`config.mk`:
```
export PLATFORM = sky130hd
export DESIGN_NAME = double_ended_queue_core
export DESIGN_NICKNAME = d
export VERILOG_FILES = /design/src/design/dq_pkg.sv /design/src/design/dq_ctrl.sv /design/src/design/dq_datapath.sv /design/src/design/double_ended_queue_core.sv
export VERILOG_INCLUDE_DIRS = /design/src /design/src/design
export SDC_FILE = /design/constraint.sdc
export NUM_CORES = 1
export LEC_CHECK = 0
export BUFFER_PORTS_ARGS = -buffer_cell sky130_fd_sc_hd__buf_4
export CORE_MARGIN = 5
export CORE_UTILIZATION = 60
export CTS_BUF_LIST = sky130_fd_sc_hd__clkbuf_2
export DETAILED_ROUTE_END_ITERATION = 16
export GPL_TIMING_DRIVEN = 1
export PLACE_DENSITY = 0.77
export SLEW_MARGIN = 10
export SYNTH_ARGS = -nofsm -noshare
export SYNTH_HDL_FRONTEND = slang
export SYNTH_SLANG_ARGS = --single-unit
```
`constraint.sdc`:
```
create_clock -name clk -period 10.1 [get_ports clk]
set_input_delay 1.01 -clock clk [delete_from_list [all_inputs] [get_ports clk]]
set_output_delay 1.01 -clock clk [all_outputs]
set_load 0.02 [all_outputs]
```
`src/design/double_ended_queue_core_assert.svh`:
```
// assertion macros for the deque core
`ifndef DOUBLE_ENDED_QUEUE_CORE_ASSERT_SVH
`define DOUBLE_ENDED_QUEUE_CORE_ASSERT_SVH

`ifndef NO_ASSERTIONS

// same-cycle implication
`define DQ_ASSERT_NOW(label, clk, rst, ante, cons) \
  label: assert property (@(posedge clk) disable iff (rst) (ante) |-> (cons)) \
    else $error("deque core check failed");

// next-cycle implication
`define DQ_ASSERT_NEXT(label, clk, rst, ante, cons) \
  label: assert property (@(posedge clk) disable iff (rst) (ante) |=> (cons)) \
    else $error("deque core check failed");

`else

`define DQ_ASSERT_NOW(label, clk, rst, ante, cons)
`define DQ_ASSERT_NEXT(label, clk, rst, ante, cons)

`endif

`endif

```
`src/design/dq_pkg.sv`:
```
`timescale 1ns / 1ps
`default_nettype none

package dq_pkg;

  // default configuration
  localparam int DEPTH_DEFAULT      = 32;
  localparam int VALUE_BITS_DEFAULT = 32;

  // fixed field widths
  localparam int ACTION_BITS = 3;
  localparam int STATUS_BITS = 2;
  localparam int ENTRY_BITS  = 32;
  localparam int EXT_BITS    = 64;

  // requested operation of an input beat
  typedef enum logic [ACTION_BITS-1:0] {
    ACT_PUSH_FRONT = 3'd0,
    ACT_PUSH_REAR  = 3'd1,
    ACT_POP_FRONT  = 3'd2,
    ACT_POP_REAR   = 3'd3,
    ACT_DUMP       = 3'd4
  } action_t;

  // result status codes
  typedef enum logic [STATUS_BITS-1:0] {
    STAT_OK    = 2'd0,
    STAT_EMPTY = 2'd1,
    STAT_FULL  = 2'd2
  } status_t;

  // controller states
  typedef enum logic [1:0] {
    S_IDLE,
    S_EXEC,
    S_POP_WAIT,
    S_DUMP
  } state_t;

  // controller to datapath commands
  typedef struct packed {
    logic    load_item;
    logic    push_front;
    logic    push_rear;
    logic    pop_front;
    logic    pop_rear;
    logic    dump_start;
    logic    dump_next;
    logic    out_load;
    status_t out_status;
    logic    out_from_mem;
    logic    out_final;
  } dq_cmd_t;

  // datapath to controller status
  typedef struct packed {
    logic [ACTION_BITS-1:0] action;
    logic                   empty;
    logic                   full;
    logic                   dump_last;
    logic                   out_free;
  } dq_stat_t;

endpackage

`default_nettype wire

```
`src/design/dq_ctrl.sv`:
```
`timescale 1ns / 1ps
`default_nettype none

module dq_ctrl (
  input  logic             clk,
  input  logic             rst,
  input  logic             item_valid,
  output logic             item_stall,
  input  dq_pkg::dq_stat_t stat,
  output dq_pkg::dq_cmd_t  cmd
);

  import dq_pkg::*;

  state_t state;
  state_t state_next;

  // state register
  always_ff @(posedge clk) begin
    if (rst) begin
      state <= S_IDLE;
    end else begin
      state <= state_next;
    end
  end

  // next state
  always_comb begin
    state_next = state;
    unique case (state)
      S_IDLE: begin
        if (item_valid) begin
          state_next = S_EXEC;
        end
      end
      S_EXEC: begin
        unique case (stat.action) inside
          ACT_PUSH_FRONT, ACT_PUSH_REAR: begin
            if (stat.out_free) begin
              state_next = S_IDLE;
            end
          end
          ACT_POP_FRONT, ACT_POP_REAR: begin
            if (!stat.empty) begin
              state_next = S_POP_WAIT;
            end else if (stat.out_free) begin
              state_next = S_IDLE;
            end
          end
          ACT_DUMP: begin
            if (!stat.empty) begin
              state_next = S_DUMP;
            end else if (stat.out_free) begin
              state_next = S_IDLE;
            end
          end
          default: begin
            // unused codes give no result
            state_next = S_IDLE;
          end
        endcase
      end
      S_POP_WAIT: begin
        if (stat.out_free) begin
          state_next = S_IDLE;
        end
      end
      S_DUMP: begin
        if (stat.out_free && stat.dump_last) begin
          state_next = S_IDLE;
        end
      end
      default: begin
        state_next = S_IDLE;
      end
    endcase
  end

  // command outputs
  always_comb begin
    cmd              = '0;
    cmd.out_status   = STAT_OK;
    item_stall       = (state != S_IDLE);
    unique case (state)
      S_IDLE: begin
        cmd.load_item = item_valid;
      end
      S_EXEC: begin
        unique case (stat.action) inside
          ACT_PUSH_FRONT, ACT_PUSH_REAR: begin
            cmd.out_load   = stat.out_free;
            cmd.out_final  = 1'b1;
            cmd.out_status = stat.full ? STAT_FULL : STAT_OK;
            if (stat.out_free && !stat.full) begin
              cmd.push_front = (stat.action == ACT_PUSH_FRONT);
              cmd.push_rear  = (stat.action == ACT_PUSH_REAR);
            end
          end
          ACT_POP_FRONT, ACT_POP_REAR: begin
            if (stat.empty) begin
              cmd.out_load   = stat.out_free;
              cmd.out_final  = 1'b1;
              cmd.out_status = STAT_EMPTY;
            end else begin
              cmd.pop_front = (stat.action == ACT_POP_FRONT);
              cmd.pop_rear  = (stat.action == ACT_POP_REAR);
            end
          end
          ACT_DUMP: begin
            if (stat.empty) begin
              cmd.out_load   = stat.out_free;
              cmd.out_final  = 1'b1;
              cmd.out_status = STAT_EMPTY;
            end else begin
              cmd.dump_start = 1'b1;
            end
          end
          default: begin
            cmd.out_load = 1'b0;
          end
        endcase
      end
      S_POP_WAIT: begin
        cmd.out_load     = stat.out_free;
        cmd.out_from_mem = 1'b1;
        cmd.out_final    = 1'b1;
      end
      S_DUMP: begin
        cmd.out_load     = stat.out_free;
        cmd.out_from_mem = 1'b1;
        cmd.out_final    = stat.dump_last;
        cmd.dump_next    = stat.out_free && !stat.dump_last;
      end
      default: begin
        cmd.out_load = 1'b0;
      end
    endcase
  end

endmodule

`default_nettype wire

```
`src/design/dq_datapath.sv`:
```
`timescale 1ns / 1ps
`default_nettype none
`include "double_ended_queue_core_assert.svh"

module dq_datapath #(
  parameter int DEPTH      = dq_pkg::DEPTH_DEFAULT,
  parameter int VALUE_BITS = dq_pkg::VALUE_BITS_DEFAULT
) (
  input  logic                                clk,
  input  logic                                rst,
  input  dq_pkg::dq_cmd_t                     cmd,
  output dq_pkg::dq_stat_t                    stat,
  input  logic [dq_pkg::ACTION_BITS-1:0]      action,
  input  logic signed [dq_pkg::ENTRY_BITS-1:0] value,
  output logic                                out_valid,
  input  logic                                out_stall,
  output logic [dq_pkg::STATUS_BITS-1:0]      status,
  output logic signed [dq_pkg::ENTRY_BITS-1:0] entry,
  output logic                                final_res
);

  import dq_pkg::*;

  localparam int PTR_W = $clog2(DEPTH);
  localparam int CNT_W = $clog2(DEPTH + 1);
  localparam int SUM_W = PTR_W + 1;

  // ring position arithmetic
  function automatic logic [PTR_W-1:0] ring_next(input logic [PTR_W-1:0] pos);
    ring_next = (pos == PTR_W'(DEPTH - 1)) ? '0 : pos + PTR_W'(1);
  endfunction

  function automatic logic [PTR_W-1:0] ring_prev(input logic [PTR_W-1:0] pos);
    ring_prev = (pos == '0) ? PTR_W'(DEPTH - 1) : pos - PTR_W'(1);
  endfunction

  // off is at most DEPTH wherever the result is used, so one conditional subtract wraps the sum
  function automatic logic [PTR_W-1:0] ring_add(input logic [PTR_W-1:0] pos,
                                                 input logic [CNT_W-1:0] off);
    logic [SUM_W-1:0] s;
    s = SUM_W'(pos) + SUM_W'(off);
    if (s >= SUM_W'(DEPTH)) begin
      s = s - SUM_W'(DEPTH);
    end
    ring_add = s[PTR_W-1:0];
  endfunction

  // item registers
  logic [ACTION_BITS-1:0] item_action;
  logic [VALUE_BITS-1:0]  item_value;
  logic [EXT_BITS-1:0]    value_ext;

  // queue pointers
  logic [PTR_W-1:0] front;
  logic [CNT_W-1:0] occupancy;
  logic [PTR_W-1:0] dump_pos;
  logic [CNT_W-1:0] dump_left;

  // slot store
  logic [VALUE_BITS-1:0] mem [DEPTH];
  logic [VALUE_BITS-1:0] rdata;
  logic [EXT_BITS-1:0]   rdata_ext;
  logic                  rd_en;
  logic [PTR_W-1:0]      rd_addr;
  logic                  wr_en;
  logic [PTR_W-1:0]      wr_addr;
  logic [PTR_W-1:0]      rear_pos;
  logic [PTR_W-1:0]      tail_pos;

  assign value_ext = EXT_BITS'($unsigned(value));
  assign rdata_ext = EXT_BITS'(rdata);

  // latch accepted beat
  always_ff @(posedge clk) begin
    if (cmd.load_item) begin
      item_action <= action;
      item_value  <= value_ext[VALUE_BITS-1:0];
    end
  end

  // slot addresses
  assign rear_pos = ring_add(front, occupancy - CNT_W'(1));
  assign tail_pos = ring_add(front, occupancy);

  always_comb begin
    rd_en   = cmd.pop_front | cmd.pop_rear | cmd.dump_start | cmd.dump_next;
    rd_addr = front;
    if (cmd.pop_rear) begin
      rd_addr = rear_pos;
    end else if (cmd.dump_next) begin
      rd_addr = ring_next(dump_pos);
    end
    wr_en   = cmd.push_front | cmd.push_rear;
    wr_addr = cmd.push_front ? ring_prev(front) : tail_pos;
  end

  // memory write and registered read
  always_ff @(posedge clk) begin
    if (wr_en) begin
      mem[wr_addr] <= item_value;
    end
    if (rd_en) begin
      rdata <= mem[rd_addr];
    end
  end

  // front and occupancy
  always_ff @(posedge clk) begin
    if (rst) begin
      front     <= '0;
      occupancy <= '0;
    end else begin
      if (cmd.push_front) begin
        front <= ring_prev(front);
      end else if (cmd.pop_front) begin
        front <= ring_next(front);
      end
      if (cmd.push_front || cmd.push_rear) begin
        occupancy <= occupancy + CNT_W'(1);
      end else if (cmd.pop_front || cmd.pop_rear) begin
        occupancy <= occupancy - CNT_W'(1);
      end
    end
  end

  // dump walk
  always_ff @(posedge clk) begin
    if (rst) begin
      dump_pos  <= '0;
      dump_left <= '0;
    end else if (cmd.dump_start) begin
      dump_pos  <= front;
      dump_left <= occupancy;
    end else if (cmd.dump_next) begin
      dump_pos  <= ring_next(dump_pos);
      dump_left <= dump_left - CNT_W'(1);
    end
  end

  // output register
  always_ff @(posedge clk) begin
    if (rst) begin
      out_valid <= 1'b0;
    end else if (cmd.out_load) begin
      out_valid <= 1'b1;
    end else if (!out_stall) begin
      out_valid <= 1'b0;
    end
  end

  always_ff @(posedge clk) begin
    if (cmd.out_load) begin
      status    <= cmd.out_status;
      entry     <= cmd.out_from_mem ? rdata_ext[ENTRY_BITS-1:0] : '0;
      final_res <= cmd.out_final;
    end
  end

  // status to controller
  always_comb begin
    stat.action    = item_action;
    stat.empty     = (occupancy == '0);
    stat.full      = (occupancy == CNT_W'(DEPTH));
    stat.dump_last = (dump_left == CNT_W'(1));
    stat.out_free  = !out_valid || !out_stall;
  end

  // checks
  `DQ_ASSERT_NOW(a_occ_bound, clk, rst, 1'b1, occupancy <= CNT_W'(DEPTH))
  `DQ_ASSERT_NOW(a_no_overwrite, clk, rst, cmd.out_load, !out_valid || !out_stall)
  `DQ_ASSERT_NOW(a_pop_nonempty, clk, rst, rd_en && !cmd.dump_next, occupancy != '0)
  `DQ_ASSERT_NOW(a_push_room, clk, rst, wr_en, occupancy != CNT_W'(DEPTH))
  `DQ_ASSERT_NEXT(a_dump_count, clk, rst, cmd.dump_start, dump_left != '0)

endmodule

`default_nettype wire

```
`src/design/double_ended_queue_core.sv`:
```
// Bounded double-ended queue over a ring of DEPTH slots.
// Input channel (item_valid / item_stall) carries one action and a value;
// actions: push front, push rear, pop front, pop rear, dump all.
// Output channel (result_valid / result_stall) carries status, entry and
// final_res; final_res marks the last result beat of each input beat.
// An input beat is taken only while the controller is idle. A push or an
// empty/full answer is decided in the execute state after acceptance and
// loaded into the output register from that state. A pop reads the slot
// memory through its registered read port in the execute state and loads
// its result from the read data in a wait state. A dump streams one result
// per cycle while the result is not stalled, after a start read in the
// execute state. Unused action codes give no result.
// A stalled result holds in the output register and the controller waits;
// no new input beat is taken until the pending work is done.
// Reset clears the front position, the count and all handshake state; the
// slot contents are not cleared, only written slots are ever read.
`timescale 1ns / 1ps
`default_nettype none

module double_ended_queue_core #(
  parameter int DEPTH      = dq_pkg::DEPTH_DEFAULT,
  parameter int VALUE_BITS = dq_pkg::VALUE_BITS_DEFAULT
) (
  input  logic                                 clk,
  input  logic                                 rst,
  input  logic                                 item_valid,
  output logic                                 item_stall,
  input  logic [dq_pkg::ACTION_BITS-1:0]       action,
  input  logic signed [dq_pkg::ENTRY_BITS-1:0] value,
  output logic                                 result_valid,
  input  logic                                 result_stall,
  output logic [dq_pkg::STATUS_BITS-1:0]       status,
  output logic signed [dq_pkg::ENTRY_BITS-1:0] entry,
  output logic                                 final_res
);

  import dq_pkg::*;

  dq_cmd_t  cmd;
  dq_stat_t stat;

  // sequencer
  dq_ctrl u_ctrl (
    .clk        (clk),
    .rst        (rst),
    .item_valid (item_valid),
    .item_stall (item_stall),
    .stat       (stat),
    .cmd        (cmd)
  );

  // storage, pointers and output register
  dq_datapath #(
    .DEPTH      (DEPTH),
    .VALUE_BITS (VALUE_BITS)
  ) u_datapath (
    .clk       (clk),
    .rst       (rst),
    .cmd       (cmd),
    .stat      (stat),
    .action    (action),
    .value     (value),
    .out_valid (result_valid),
    .out_stall (result_stall),
    .status    (status),
    .entry     (entry),
    .final_res (final_res)
  );

endmodule

`default_nettype wire
```
==> results.py <==
metrics = {
    "drt": {
        "via_per_inst": 6.27,
        "vias": 27900,
        "drt_wl_total_um": 115000,
        "wl_met2_um": 55500,
        "wl_per_cell_um": 25.7,
        "drc": 0,
        "initialDrtViolationCount": 3493,
        "met3WireLength_um": 11600,
        "top_layer_used": "met4",
        "final_antenna_net_count": 0,
        "drt-met1-wl_um": 42800,
        "drtPass1Iterations": 6,
    },
    "logic_synthesis": {
        "synth_cell_type_count": 66,
        "synth_cells": 3009,
        "yosysSeqAreaShare_pct": 74.8,
        "synth.avg_cell_area_um2": 15.2,
        "synth-seq-cells": 1151,
        "ys_async_sr_fraction_pct": 0,
        "netlist_area_um2": 45900,
        "synth-edff-count": 1126,
        "ys_warn_count": 0,
        "syn_nets": 3067,
        "ys.flop_type": "edfxtp_1",
    },
    "floorplan": {
        "rows": 101,
        "dieHeight_um": 286,
        "io_pins": 76,
        "core-area_um2": 75800,
        "die-area_um2": 82100,
        "fp.dieW_um": 286,
        "start_util_pct": 60.5,
    },
    "clock_tree": {
        "cts_tree": "done",
        "numCtsBuffers": 295,
        "cts_root_buffer": "clkbuf_2",
        "clk_pin_slew_ns": 0.11,
        "h-tree-depth": 5,
        "cts_sinks": 1151,
        "clkLatencyLatePin_ns": 1.45,
        "clockBufferDepth": 4,
        "cts_setup_buffers": 0,
    },
    "placed_design": {
        "place_area_um2": 47600,
        "place_congestion": 0.873,
        "dp_cells": 3936,
        "placement.io_buffers": 75,
        "detailed_place_hpwl_um": 58200,
    },
    "timing": {
        "finalCriticalPeriod_ns": 5.07,
        "finalHoldViolations": 0,
        "max_freq_mhz": 197,
        "setup_tns_ns": 0,
        "rsz0062_at_grt": "no",
        "skew_ns": 0.130,
        "finalCritPeriodShare_pct": 50.2,
        "relSlewSlack_pct": 11.4,
        "worst_slew_pin_slew_ns": 1.33,
        "finalSetupViolations": 0,
        "slew_violations": 0,
    },
    "global_routing": {
        "grt_start_max_net_pins": 197,
        "grt_pass1_vias": 27800,
        "antenna_found_initial": 3,
        "overflow": 0,
        "grt_pass1_wl_um": 169000,
        "grt_use_total_pct": 27.6,
    },
    "finish": {
        "layout_commonest_cell": "edfxtp_1",
        "fin_cells": 4458,
        "drive_gt1_share_pct": 18.2,
        "mostFrequentLayoutCells": "edfxtp_1, nand2_1, clkbuf_2",
        "finalNetCount": 3351,
        "syn_to_final_growth_pct": 9.90,
        "fin_util_pct": 66.5,
        "final_area_um2": 50400,
    },
    "min_path": {
        "worstHoldPathType": "in -> reg",
    },
    "critical_path": {
        "path_max_fanout": 51,
        "start_kind": "flip-flop",
        "worstSetupPathType": "reg -> reg",
        "critPathCaptureType": "flip-flop",
        "critical_path_arrival_ns": 6.24,
        "required_ns": 11.27,
    },
    "job": {
        "max-cap-violations": 0,
    },
    "outcome": {
        "status": "finished clean",
    },
    "power_and_ir_drop": {
        "ir_worst_vdd_v": 0.000115,
        "power_density_nw_per_um2": 174,
        "leakagePower_nw": 16.4,
    },
}
==> what timing repair did <==
| action | CTS | global route |
|---|---|---|
| endpoints found under the hold margin | 80 | 0 |
| resized for setup | 0 | 0 |
| hold buffers | 38 | 0 |
==> kinds of logic after synthesis <==
| group | Yosys count | share of synthesized area (%) |
|---|---|---|
| adders and majority gates | 19 | 0.551 |
| muxes | 315 | 6.87 |
| buffers and inverters | 199 | 2.02 |
| DFF | 1151 | 74.8 |
| AOI/OAI and AO/OA | 369 | 6.21 |
| xor gates and xnor gates | 20 | 0.382 |
| and+or+nand+nor | 936 | 9.17 |
==> report_power, final <==
group	leakage (nW)	internal [mW]	switching [mW]
registers	10.4	5.30	0.0918
logic	4.19	0.164	0.284
clock network	1.88	1.16	1.78
total	16.4	6.62	2.15
==> area by class of cell <==
class | instances | area (um2)
clock inverter | 70 | 360
multi-input combinational | 1659 | 11000
timing repair buffer | 171 | 1420
antenna | 5 | 12.5
tap | 978 | 1220
sequential | 1151 | 34300
clock buffer | 409 | 2050
fill | 5226 | 25400
inverter | 15 | 56.3
==> cell usage after synthesis, types with 35 or more instances <==
library cell / instances / area, um2
edfxtp_1: 1126 / 33800
a211oi_1: 72 / 541
nand2_1: 508 / 1910
buf_2: 61 / 305
clkbuf_1: 89 / 334
or3_1: 36 / 225
and2_1: 99 / 619
mux2i_1: 315 / 3150
nand3_1: 168 / 841
a32oi_1: 62 / 543
o22ai_1: 35 / 219
nor2_1: 74 / 278
o211ai_1: 35 / 263
a21oi_1: 36 / 180
==> state kept, by name, indices dropped and copies added, names as in the netlist <==
| signal | cells |
|---|---|
| u_datapath.rdata | 32 |
| u_datapath.front | 5 |
| u_datapath.dump_pos | 5 |
| u_datapath.mem | 1024 |
| u_datapath.entry | 32 |
| u_datapath.dump_left | 6 |
| u_datapath.status | 2 |
| u_datapath.final_res | 1 |
| u_datapath.item_action | 3 |
| u_datapath.item_value | 32 |
| u_datapath.out_valid | 1 |
| u_datapath.occupancy | 6 |
| u_ctrl.state | 2 |
==> critical path, stage by stage (launching register included) <==
cell      delay [ns]
dfxtp_2         1.05
nand2_1         0.16
a21oi_1         0.40
a21oi_1         0.30
o21ai_4         0.89
buf_4           0.65
buf_4           0.56
nand2_1         0.14
a32oi_1         0.23
a31oi_1         0.13
a311oi_2        0.21
==> routing by layer <==
metal / GRT usage, % / up-vias
li1: - / 12200
met1: 36.1 / 13600
met2: 44.7 / 1795
met3: 6.17 / 325
met4: 12.8 / 0
met5: 0 / -
==> final timing paths <==
path	start	to	slack [ns]	cells after the start
setup / recovery	u_ctrl.state[1]$_SDFFE_PP0P_	u_datapath.rdata[10]$_DFFE_PP_	5.03	10
hold / removal	value[27]	u_datapath.item_value[27]$_DFFE_PP_	0.28	2
setup reg to reg	u_ctrl.state[1]$_SDFFE_PP0P_	u_datapath.rdata[10]$_DFFE_PP_	5.03	10
hold reg to reg	u_datapath.dump_left[1]$_SDFFE_PP0P_	u_datapath.dump_left[1]$_SDFFE_PP0P_	0.49	2
==> metrics by stage <==
stage	worst slack [ns]	hold WS, ns	power [mW]
6_report	5.03	0.281	8.78
5_1_grt	4.65	0.151	9.15
4_1_cts	5.15	0.0619	8.83
3_5_place_dp	5.14	0.481	5.93
3_3_place_gp	5.35	0.474	5.91
2_1_floorplan	5.95	0.457	5.74
No activity file was read; power rests on OpenSTA's default activity.
